## config.mk

```make
export PLATFORM = sky130hd
export DESIGN_NAME = last_note_priority_assigner
export DESIGN_NICKNAME = d
export VERILOG_FILES = /design/src/rtl/core/lnpa_pkg.sv /design/src/rtl/core/lnpa_front.sv /design/src/rtl/core/lnpa_queue.sv /design/src/rtl/core/lnpa_back.sv /design/src/rtl/core/last_note_priority_assigner.sv
export VERILOG_INCLUDE_DIRS = /design/src /design/src/rtl/core
export SDC_FILE = /design/constraint.sdc
export NUM_CORES = 1
export LEC_CHECK = 0
export ABC_AREA = 0
export BUFFER_PORTS_ARGS = -buffer_cell sky130_fd_sc_hd__buf_4
export CAP_MARGIN = 20
export CORE_UTILIZATION = 60
export DETAILED_ROUTE_END_ITERATION = 8
export PLACE_DENSITY_LB_ADDON = 0.1
export RECOVER_POWER = 25
export SYNTH_ARGS = -nofsm -noshare
export SYNTH_HDL_FRONTEND = slang
export SYNTH_SLANG_ARGS = --single-unit
```

## constraint.sdc

```tcl
create_clock -name clk -period 5 [get_ports clk]
set_input_delay 1 -clock clk [delete_from_list [all_inputs] [get_ports clk]]
set_output_delay 1 -clock clk [all_outputs]
set_load 0.01 [all_outputs]
```

## src/rtl/core/assert_macros.svh

```systemverilog
// Assertion macros used by the top level of the last-note priority assigner.
// Each macro expects signals named clk and arst_n in the scope of its use.
`ifndef ASSERT_MACROS_SVH
`define ASSERT_MACROS_SVH

// Checks that a condition holds at every clock edge outside reset.
`define ASSERT_ALWAYS(lbl, cond) \
	lbl: assert property (@(posedge clk) disable iff (!arst_n) (cond)) \
		else $error("assertion failed: condition does not hold");

// Checks that a trigger implies a consequence in the same cycle.
`define ASSERT_IMPLY(lbl, trig, cons) \
	lbl: assert property (@(posedge clk) disable iff (!arst_n) (trig) |-> (cons)) \
		else $error("assertion failed: implication does not hold");

`endif

```

## src/rtl/core/lnpa_pkg.sv

```systemverilog
// Types and constants of the last-note priority assigner.
// Used by the front end, the scan queue, the sequencer and the top level.
package lnpa_pkg;

	localparam int KEY_MAX = 4;
	localparam int KEY_W = 2;
	localparam int NOTE_W = 7;
	localparam int CNT_W = 3;
	localparam int QUEUE_DEPTH = 2;
	localparam int QPTR_W = 1;
	localparam int QCNT_W = 2;

	typedef logic [KEY_W-1:0] key_t;
	typedef logic [NOTE_W-1:0] note_t;
	typedef logic [KEY_MAX-1:0] keymask_t;
	typedef note_t [KEY_MAX-1:0] note_arr_t;
	typedef logic [CNT_W-1:0] cnt_t;

	// One classified scan: levels and the press and release edges.
	typedef struct packed {
		keymask_t levels;
		keymask_t press;
		keymask_t rel;
	} scan_t;

	// One note message before it is formatted into MIDI bytes.
	typedef struct packed {
		logic on;
		note_t note;
	} msg_t;

	// Sequencer status seen by the top level.
	typedef struct packed {
		logic idle;
		logic hold_v;
		cnt_t cnt;
		keymask_t snd;
	} seq_status_t;

	localparam logic [7:0] STATUS_NOTE_ON = 8'h90;
	localparam logic [7:0] STATUS_NOTE_OFF = 8'h80;
	localparam note_t VEL_ON = 7'd127;
	localparam note_t VEL_OFF = 7'd0;

	localparam note_arr_t NOTE_RESET = {7'd76, 7'd69, 7'd62, 7'd55};

	// Configuration register indexes.
	localparam logic [1:0] REG_NOTE_KEY0 = 2'd0;
	localparam logic [1:0] REG_NOTE_KEY1 = 2'd1;
	localparam logic [1:0] REG_NOTE_KEY2 = 2'd2;
	localparam logic [1:0] REG_NOTE_KEY3 = 2'd3;

endpackage

```

## src/rtl/core/lnpa_front.sv

```systemverilog
// Front end: accepts key scans, finds press and release edges.
// Depends on lnpa_pkg; feeds lnpa_queue.
module lnpa_front #(
	parameter int NUM_KEYS = 4
) (
	input  logic              clk,
	input  logic              arst_n,
	input  logic              in_valid,
	output logic              in_stall,
	input  lnpa_pkg::keymask_t key_levels,
	output logic              q_push,
	output lnpa_pkg::scan_t   q_data,
	input  logic              q_full
);
	import lnpa_pkg::*;

	localparam int MASK_I = (1 << NUM_KEYS) - 1;
	localparam keymask_t KEY_MASK = keymask_t'(MASK_I);

	keymask_t prev_q;
	keymask_t lv;

	// A request is taken whenever the queue has room.
	assign in_stall = q_full;
	assign q_push = in_valid && !q_full;

	// Edge classification against the previous scan.
	assign lv = key_levels & KEY_MASK;
	assign q_data.levels = lv;
	assign q_data.press = lv & ~prev_q;
	assign q_data.rel = ~lv & prev_q;

	always_ff @(posedge clk or negedge arst_n) begin
		if (!arst_n) begin
			prev_q <= '0;
		end else if (q_push) begin
			prev_q <= lv;
		end
	end

endmodule

```

## src/rtl/core/lnpa_queue.sv

```systemverilog
// Short queue of classified scans between the front end and the sequencer.
// Depends on lnpa_pkg.
module lnpa_queue (
	input  logic            clk,
	input  logic            arst_n,
	input  logic            push,
	input  lnpa_pkg::scan_t push_data,
	output logic            full,
	input  logic            pop,
	output lnpa_pkg::scan_t pop_data,
	output logic            empty
);
	import lnpa_pkg::*;

	localparam logic [QPTR_W-1:0] PTR_LAST = QPTR_W'(QUEUE_DEPTH - 1);

	scan_t entry_q [QUEUE_DEPTH];
	logic [QPTR_W-1:0] wr_ptr_q;
	logic [QPTR_W-1:0] rd_ptr_q;
	logic [QCNT_W-1:0] cnt_q;

	assign full = (cnt_q == QCNT_W'(QUEUE_DEPTH));
	assign empty = (cnt_q == '0);
	assign pop_data = entry_q[rd_ptr_q];

	// Entry storage carries no reset.
	always_ff @(posedge clk) begin
		if (push) begin
			entry_q[wr_ptr_q] <= push_data;
		end
	end

	// Pointers and fill count.
	always_ff @(posedge clk or negedge arst_n) begin
		if (!arst_n) begin
			wr_ptr_q <= '0;
			rd_ptr_q <= '0;
			cnt_q <= '0;
		end else begin
			if (push) begin
				wr_ptr_q <= (wr_ptr_q == PTR_LAST) ? '0 : wr_ptr_q + 1'b1;
			end
			if (pop) begin
				rd_ptr_q <= (rd_ptr_q == PTR_LAST) ? '0 : rd_ptr_q + 1'b1;
			end
			if (push && !pop) begin
				cnt_q <= cnt_q + 1'b1;
			end else if (pop && !push) begin
				cnt_q <= cnt_q - 1'b1;
			end
		end
	end

endmodule

```

## src/rtl/core/lnpa_back.sv

```systemverilog
// Back end: steps through the phases of one scan key by key, keeps the order
// stack and sounding flags, and drives the output register. Depends on lnpa_pkg.
module lnpa_back #(
	parameter int NUM_KEYS = 4
) (
	input  logic                     clk,
	input  logic                     arst_n,
	input  lnpa_pkg::note_arr_t      notes,
	input  logic                     q_empty,
	input  lnpa_pkg::scan_t          q_data,
	output logic                     q_pop,
	output logic                     out_valid,
	input  logic                     out_stall,
	output lnpa_pkg::msg_t           out_msg,
	output logic                     out_last,
	output lnpa_pkg::seq_status_t    status
);
	import lnpa_pkg::*;

	localparam logic [3:0] ST_IDLE    = 4'd0;
	localparam logic [3:0] ST_PRS_OFF = 4'd1;
	localparam logic [3:0] ST_PRS_ON  = 4'd2;
	localparam logic [3:0] ST_REL_RM  = 4'd3;
	localparam logic [3:0] ST_REL_OFF = 4'd4;
	localparam logic [3:0] ST_REL_ON  = 4'd5;
	localparam logic [3:0] ST_CLN     = 4'd6;
	localparam logic [3:0] ST_ENF     = 4'd7;
	localparam logic [3:0] ST_FLUSH   = 4'd8;

	localparam key_t LAST_KEY = key_t'(NUM_KEYS - 1);
	localparam cnt_t CNT_FULL = cnt_t'(NUM_KEYS);

	logic [3:0] state_q, nxt_state;
	key_t key_q, nxt_key;
	scan_t job_q;
	key_t stk_q [KEY_MAX];
	key_t nxt_stk [KEY_MAX];
	cnt_t cnt_q, nxt_cnt;
	keymask_t snd_q, nxt_snd;

	logic hold_v_q;
	msg_t hold_q;
	logic out_v_q;
	msg_t out_msg_q;
	logic out_last_q;

	key_t top_idx;
	note_t top_n;
	key_t kfn;
	logic kfn_hit;
	note_t rm_n;
	key_t rm_pos;
	logic rm_hit;
	key_t rm_stk [KEY_MAX];

	logic act_v, act_on;
	key_t act_k;
	logic emit, stall, pop_req;
	logic out_free, can_emit, emit_go, flush_go;
	msg_t new_msg;

	// Top of the stack and the lowest key sharing its note.
	always_comb begin
		top_idx = key_t'(cnt_q - cnt_t'(1));
		top_n = notes[stk_q[top_idx]];
		kfn = '0;
		kfn_hit = 1'b0;
		for (int j = NUM_KEYS - 1; j >= 0; j--) begin
			if (notes[j] == top_n) begin
				kfn = key_t'(j);
				kfn_hit = 1'b1;
			end
		end
	end

	// Removal of the current key's note from the stack.
	always_comb begin
		rm_n = notes[key_q];
		rm_pos = '0;
		rm_hit = 1'b0;
		for (int j = KEY_MAX - 1; j >= 0; j--) begin
			if ((cnt_t'(j) < cnt_q) && (notes[stk_q[j]] == rm_n)) begin
				rm_pos = key_t'(j);
				rm_hit = 1'b1;
			end
		end
		for (int k = 0; k < KEY_MAX - 1; k++) begin
			if ((key_t'(k) >= rm_pos) && (cnt_t'(k + 1) < cnt_q)) begin
				rm_stk[k] = stk_q[k + 1];
			end else begin
				rm_stk[k] = stk_q[k];
			end
		end
		rm_stk[KEY_MAX-1] = stk_q[KEY_MAX-1];
	end

	// Phase sequencer: at most one note action per cycle.
	always_comb begin
		nxt_state = state_q;
		nxt_key = key_q;
		nxt_stk = stk_q;
		nxt_cnt = cnt_q;
		act_v = 1'b0;
		act_on = 1'b0;
		act_k = key_q;
		pop_req = 1'b0;
		unique case (state_q)
			ST_IDLE: begin
				if (!q_empty) begin
					pop_req = 1'b1;
					nxt_key = '0;
					nxt_state = ST_PRS_OFF;
				end
			end
			ST_PRS_OFF: begin
				if (job_q.press[key_q]) begin
					if ((cnt_q != '0) && kfn_hit) begin
						act_v = 1'b1;
						act_k = kfn;
					end
					if (cnt_q < CNT_FULL) begin
						nxt_stk[key_t'(cnt_q)] = key_q;
						nxt_cnt = cnt_q + 1'b1;
					end
					nxt_state = ST_PRS_ON;
				end else if (key_q == LAST_KEY) begin
					nxt_key = '0;
					nxt_state = ST_REL_RM;
				end else begin
					nxt_key = key_q + 1'b1;
				end
			end
			ST_PRS_ON: begin
				act_v = 1'b1;
				act_on = 1'b1;
				if (key_q == LAST_KEY) begin
					nxt_key = '0;
					nxt_state = ST_REL_RM;
				end else begin
					nxt_key = key_q + 1'b1;
					nxt_state = ST_PRS_OFF;
				end
			end
			ST_REL_RM: begin
				if (job_q.rel[key_q] && rm_hit) begin
					nxt_stk = rm_stk;
					nxt_cnt = cnt_q - 1'b1;
					nxt_state = ST_REL_OFF;
				end else if (key_q == LAST_KEY) begin
					nxt_key = '0;
					nxt_state = ST_CLN;
				end else begin
					nxt_key = key_q + 1'b1;
				end
			end
			ST_REL_OFF: begin
				act_v = 1'b1;
				nxt_state = ST_REL_ON;
			end
			ST_REL_ON: begin
				if ((cnt_q != '0) && kfn_hit) begin
					act_v = 1'b1;
					act_on = 1'b1;
					act_k = kfn;
				end
				if (key_q == LAST_KEY) begin
					nxt_key = '0;
					nxt_state = ST_CLN;
				end else begin
					nxt_key = key_q + 1'b1;
					nxt_state = ST_REL_RM;
				end
			end
			ST_CLN: begin
				if (!job_q.levels[key_q] && snd_q[key_q]) begin
					act_v = 1'b1;
					if (rm_hit) begin
						nxt_stk = rm_stk;
						nxt_cnt = cnt_q - 1'b1;
					end
				end
				if (key_q == LAST_KEY) begin
					nxt_key = '0;
					nxt_state = ST_ENF;
				end else begin
					nxt_key = key_q + 1'b1;
				end
			end
			ST_ENF: begin
				if ((cnt_q != '0) && (notes[key_q] == top_n)) begin
					act_v = job_q.levels[key_q];
					act_on = 1'b1;
				end else begin
					act_v = 1'b1;
				end
				if (key_q == LAST_KEY) begin
					nxt_key = '0;
					nxt_state = ST_FLUSH;
				end else begin
					nxt_key = key_q + 1'b1;
				end
			end
			ST_FLUSH: begin
				nxt_state = ST_IDLE;
			end
			default: begin
				nxt_state = ST_IDLE;
			end
		endcase
	end

	// A note-on only for a silent key, a note-off only for a sounding one.
	always_comb begin
		emit = act_v && (act_on ? !snd_q[act_k] : snd_q[act_k]);
		nxt_snd = snd_q;
		if (emit) begin
			nxt_snd[act_k] = act_on;
		end
		new_msg.on = act_on;
		new_msg.note = notes[act_k];
	end

	// The newest message waits in a hold register until the next one shows
	// whether it was the last of its scan.
	assign out_free = !out_v_q || !out_stall;
	assign can_emit = !hold_v_q || out_free;
	assign stall = (emit && !can_emit) ||
		((state_q == ST_FLUSH) && hold_v_q && !out_free);
	assign emit_go = emit && !stall;
	assign flush_go = (state_q == ST_FLUSH) && hold_v_q && out_free;
	assign q_pop = pop_req && !stall;

	// Sequencer control state.
	always_ff @(posedge clk or negedge arst_n) begin
		if (!arst_n) begin
			state_q <= ST_IDLE;
			key_q <= '0;
			cnt_q <= '0;
			snd_q <= '0;
		end else if (!stall) begin
			state_q <= nxt_state;
			key_q <= nxt_key;
			cnt_q <= nxt_cnt;
			snd_q <= nxt_snd;
		end
	end

	// Stack entries and the current scan carry no reset.
	always_ff @(posedge clk) begin
		if (!stall) begin
			stk_q <= nxt_stk;
		end
		if (q_pop) begin
			job_q <= q_data;
		end
	end

	// Hold and output valid flags.
	always_ff @(posedge clk or negedge arst_n) begin
		if (!arst_n) begin
			hold_v_q <= 1'b0;
			out_v_q <= 1'b0;
		end else begin
			if (emit_go) begin
				hold_v_q <= 1'b1;
			end else if (flush_go) begin
				hold_v_q <= 1'b0;
			end
			if ((emit_go && hold_v_q) || flush_go) begin
				out_v_q <= 1'b1;
			end else if (!out_stall) begin
				out_v_q <= 1'b0;
			end
		end
	end

	// Hold and output payload.
	always_ff @(posedge clk) begin
		if (emit_go) begin
			hold_q <= new_msg;
			if (hold_v_q) begin
				out_msg_q <= hold_q;
				out_last_q <= 1'b0;
			end
		end
		if (flush_go) begin
			out_msg_q <= hold_q;
			out_last_q <= 1'b1;
		end
	end

	assign out_valid = out_v_q;
	assign out_msg = out_msg_q;
	assign out_last = out_last_q;

	assign status.idle = (state_q == ST_IDLE);
	assign status.hold_v = hold_v_q;
	assign status.cnt = cnt_q;
	assign status.snd = snd_q;

endmodule

```

## src/rtl/core/last_note_priority_assigner.sv

```systemverilog
// Monophonic last-note priority key assigner for up to four keys.
//
// Input channel: one request per key scan on key_levels (bit i is key i,
// 1 pressed), taken when in_valid is high and in_stall low. A two-entry
// queue sits behind the front end, so scans are taken while the back end
// still works on an earlier scan.
// Output channel: 3-byte MIDI note messages (status_byte, note_number,
// velocity), with last_message set on the final message of a scan; a scan
// that causes no message sends nothing.
// The back end walks four phases key by key (press, release, clean-up and
// enforcement); a press edge adds a note-on step, a release that takes a key
// off the stack adds a note-off and a note-on step, and each scan has a start
// and a finish step. A message leaves once the next one is found.
// A stall on the output holds the output register and then the back end;
// the queue fills and in_stall rises. Configuration writes (cfg_wr_en,
// cfg_index, cfg_data) set the note of each key and are meant for idle time.
// Reset clears the previous scan, the stack count and all sounding flags,
// and restores the default notes 55, 62, 69 and 76.
// Depends on lnpa_pkg, lnpa_front, lnpa_queue, lnpa_back, assert_macros.svh.
`include "assert_macros.svh"

module last_note_priority_assigner #(
	parameter int NUM_KEYS = 4
) (
	input  logic       clk,
	input  logic       arst_n,
	input  logic       cfg_wr_en,
	input  logic [1:0] cfg_index,
	input  logic [6:0] cfg_data,
	input  logic       in_valid,
	output logic       in_stall,
	input  logic [3:0] key_levels,
	output logic       out_valid,
	input  logic       out_stall,
	output logic [7:0] status_byte,
	output logic [6:0] note_number,
	output logic [6:0] velocity,
	output logic       last_message
);
	import lnpa_pkg::*;

	note_arr_t note_q;
	logic q_push, q_full, q_pop, q_empty;
	scan_t q_wr_data, q_rd_data;
	msg_t out_msg;
	seq_status_t seq_sts;

	// Note number registers.
	always_ff @(posedge clk or negedge arst_n) begin
		if (!arst_n) begin
			note_q <= NOTE_RESET;
		end else if (cfg_wr_en) begin
			unique case (cfg_index)
				REG_NOTE_KEY0: note_q[0] <= cfg_data;
				REG_NOTE_KEY1: note_q[1] <= cfg_data;
				REG_NOTE_KEY2: note_q[2] <= cfg_data;
				REG_NOTE_KEY3: note_q[3] <= cfg_data;
				default: note_q <= note_q;
			endcase
		end
	end

	lnpa_front #(
		.NUM_KEYS(NUM_KEYS)
	) u_front (
		.clk        (clk),
		.arst_n     (arst_n),
		.in_valid   (in_valid),
		.in_stall   (in_stall),
		.key_levels (key_levels),
		.q_push     (q_push),
		.q_data     (q_wr_data),
		.q_full     (q_full)
	);

	lnpa_queue u_queue (
		.clk       (clk),
		.arst_n    (arst_n),
		.push      (q_push),
		.push_data (q_wr_data),
		.full      (q_full),
		.pop       (q_pop),
		.pop_data  (q_rd_data),
		.empty     (q_empty)
	);

	lnpa_back #(
		.NUM_KEYS(NUM_KEYS)
	) u_back (
		.clk       (clk),
		.arst_n    (arst_n),
		.notes     (note_q),
		.q_empty   (q_empty),
		.q_data    (q_rd_data),
		.q_pop     (q_pop),
		.out_valid (out_valid),
		.out_stall (out_stall),
		.out_msg   (out_msg),
		.out_last  (last_message),
		.status    (seq_sts)
	);

	// MIDI formatting of the registered message.
	assign status_byte = out_msg.on ? STATUS_NOTE_ON : STATUS_NOTE_OFF;
	assign note_number = out_msg.note;
	assign velocity = out_msg.on ? VEL_ON : VEL_OFF;

	// The stack never holds more keys than there are.
	`ASSERT_ALWAYS(a_stack_bound, seq_sts.cnt <= cnt_t'(NUM_KEYS))
	// Between scans no message is left waiting in the hold register.
	`ASSERT_IMPLY(a_idle_no_hold, seq_sts.idle, !seq_sts.hold_v)
	// Between scans an empty stack means that every note is off.
	`ASSERT_IMPLY(a_empty_silent, seq_sts.idle && (seq_sts.cnt == '0), seq_sts.snd == '0)

endmodule
```

==> flow_summary.ini <==
[floorplan]
core-area_sq_um = 13200
dieWidth_microns = 119
die_y_microns = 119
rows = 42
dieArea_sq_um = 14100
initial_core_util = 0.617
io_pins = 43

[cts]
cts_root_buf = clkbuf_16
cts_made_buffers = 9
cts_setup_buffers = 0
path_clk_slew_ns = 0.09
clock_latency_ns = 0.37
cts_max_path_buffers = 2
cts_tree = done
htree_levels = 3
cts_resized = 0
ctsHoldBuffers = 0
cts_sinks = 112

[synthesis]
synth_area_sq_um = 8170
synthCells = 733
synthArstFlopShare = 0.455
yosysSeqAreaShare = 0.382
ys_seq_elements = 112
synthMuxAreaShare = 0.245
yosysWarnings = 0
synth_edf_count = 60
synthXorXnorAreaFrac = 0.0890
synth-simple-area-share = 0.119
synth_cell_types = 79
syn-mean-instance-area_sq_um = 11.1
synth_flop_cell = edfxtp_1
synth_compound_area_frac = 0.0980
synthAdderAreaFrac = 0.0107
synth_top_family_by_area = multiplexers

[worst_setup_path]
setup.worst_path.end_class = register
path_max_fanout = 7
r2r_end = u_back.stk_q[3]
worst-r2r-cell-count = 13
start_kind = register
cp_data_required_time_ns = 5.07
arrival_ns = 4.87
r2r_start = u_back.cnt_q[1]
r2r_setup_slack_ns = 0.20
critical_path_class = reg -> reg

[grt]
grt_max_degree = 52
antenna_found_initial = 0
grt_usage = 0.298
grt_pass1_vias = 5705
grt_pass1_wl_microns = 31500
grt-ovfl-total = 0

[placement]
place.gp.congestion = 0.969
post-place-ws_ns = 0.270
portBuffers = 35
placedCellCount = 887
dp_hpwl_microns = 14200

[detailed_routing]
drt_pass1_iterations = 7
wl_per_cell_microns = 22.0
viasPerCell = 6.49
vias = 5873
first_iter_violations = 616
ant_nets = 0
drc = 0
drt_wl_total_microns = 19900

[timing]
rsz0062_at_grt = no
finalHoldViolCount = 0
tightest_slew_ns = 2.95
final_max_slew_viol_count = 52
fmax_mhz = 208
fin_hold_ws_ns = 0.426
final-setup-viol-count = 0
max-slew-margin-rel = -0.964
setup_slack_ns = 0.198
fin_setup_tns_ns = 0
fin_skew_ns = 0.0164
period_needed_ns = 4.80
min_period_over_period = 0.960

[run]
max_cap_viol_count = 1

[pwr]
p_leak_nw = 3.27
power.density_nw_per_um2 = 766
power_w = 0.00668
ir_drop_v = 0.000330

[hold_path]
hold-path-cell-count = 0
min_path_type = reg -> reg
min_to = u_back.out_msg[4]
hp-start = u_back.hold_q[4]

[status]
violations = max-capacitance violations, max-slew violations
status = complete, but fails checks

[finish]
fin_cells = 905
layout.nets = 749
area_delta_synth_final_pct = 6.79
fill_cells = 1054
multi_input_area_sq_um = 4630
final-seq-area_sq_um = 3120
layout_common_cells = edfxtp_1, mux2_2, buf_4
final_layout_size_suffix_gt1_frac = 0.265
mostFrequentLayoutCell = edfxtp_1
diodes = 0
## Yosys cell counts, types with 4 or more instances
| cell type | count | area [sq um] |
|---|---|---|
| a211oi_1 | 8 | 60.1 |
| a21oi_1 | 25 | 125 |
| a22oi_1 | 5 | 37.5 |
| and2_1 | 11 | 68.8 |
| and3_1 | 11 | 68.8 |
| buf_2 | 15 | 75.1 |
| buf_4 | 14 | 105 |
| buf_6 | 4 | 45.0 |
| clkbuf_1 | 43 | 161 |
| dfrtp_1 | 35 | 876 |
| dfstp_2 | 16 | 420 |
| edfxtp_1 | 60 | 1800 |
| ha_1 | 7 | 87.6 |
| inv_1 | 13 | 48.8 |
| mux2_1 | 4 | 45.0 |
| mux2_2 | 52 | 586 |
| mux2i_1 | 34 | 340 |
| mux4_2 | 41 | 923 |
| nand2_1 | 47 | 176 |
| nand2b_1 | 10 | 62.6 |
| nand3_1 | 19 | 95.1 |
| nor2_1 | 29 | 109 |
| nor2b_1 | 14 | 87.6 |
| nor3_1 | 12 | 60.1 |
| nor4_1 | 9 | 56.3 |
| o211ai_1 | 7 | 52.6 |
| o21ai_0 | 24 | 120 |
| xnor2_1 | 36 | 315 |
| xor2_1 | 47 | 412 |
## worst max-delay path by stage
stage                     from          endpoint  slack, ns  depth (start not counted)
2_1_floorplan  u_back.cnt_q[0]  u_back.hold_q[0]       0.43                         18
3_3_place_gp   u_back.cnt_q[1]   u_back.stk_q[2]       0.40                         13
3_5_place_dp   u_back.cnt_q[1]   u_back.stk_q[3]       0.27                         14
4_1_cts        u_back.cnt_q[1]   u_back.stk_q[2]       0.29                         14
5_1_grt        u_back.cnt_q[1]   u_back.stk_q[3]       0.01                         13
6_report       u_back.cnt_q[1]   u_back.stk_q[3]       0.20                         13
## routing by layer
| layer | global-route usage | share of wire |
|---|---|---|
| met5 | 0 | 0 |
| met4 | 0.102 | 0.021 |
| met3 | 0.0685 | 0.075 |
| met2 | 0.472 | 0.48 |
| met1 | 0.405 | 0.43 |
## kinds of logic (layout without fill, tap and decap cells)
family                     after synthesis  count (layout)
other                                    2               7
DFF                                    112             112
AOI/OAI and AO/OA                      113             113
muxes                                  137             137
and+or+nand+nor                        186             186
xor gates and xnor gates                83              83
buffers and inverters                   93              84
adders and majority gates                7               7
## per-stage QoR
| step | cell area (sq um) | utilization |
|---|---|---|
| floorplan | 8190 | - |
| global placement | 8400 | 0.634 |
| detailed placement | 8410 | 0.635 |
| CTS | 8710 | 0.658 |
| global route | 8720 | 0.659 |
| finish | 8720 | 0.659 |
## state kept, by name (all words and copies together) (netlist names)
signal	count
u_back.key_q	2
u_queue.entry_q	24
u_back.rm_stk	2
u_back.state_q	4
u_back.out_msg	8
u_queue.rd_ptr_q	1
u_back.cnt_q	3
u_back.job_q	12
u_front.prev_q	4
u_back.hold_q	8
u_back.out_last	1
u_queue.cnt_q	2
u_queue.wr_ptr_q	1
note_q	28
u_back.hold_v_q	1
u_back.snd_q	4
u_back.stk_q	6
u_back.out_valid	1
## worst max-delay path: stages, from the launching register on
cell,delay (ns)
dfrtp_1,0.43
inv_1,0.11
ha_1,0.50
mux2i_1,0.59
mux2_2,0.40
a221oi_1,0.31
a31oi_1,0.18
nor4_2,0.45
a22oi_1,0.15
o221ai_1,0.39
and3_1,0.30
o21ai_4,0.12
a31oi_4,0.29
a21boi_1,0.29
## layout make-up
cell class | count | area share
multi-input cells | 533 | 0.530
inverters | 14 | 0.00602
flip-flops and latches | 112 | 0.357
clock inverters | 7 | 0.00947
well taps | 176 | 0.0252
clock buffers | 9 | 0.0258
repair buffers | 54 | 0.0458
## power by group
part | total, W | switching [W] | internal, W
Combinational | 0.00403 | 0.00220 | 0.00184
Sequential | 0.00192 | 0.000478 | 0.00144
Clock | 0.000733 | 0.000374 | 0.000359
Total | 0.00668 | 0.00305 | 0.00363
(Power assumes the default switching activity.)
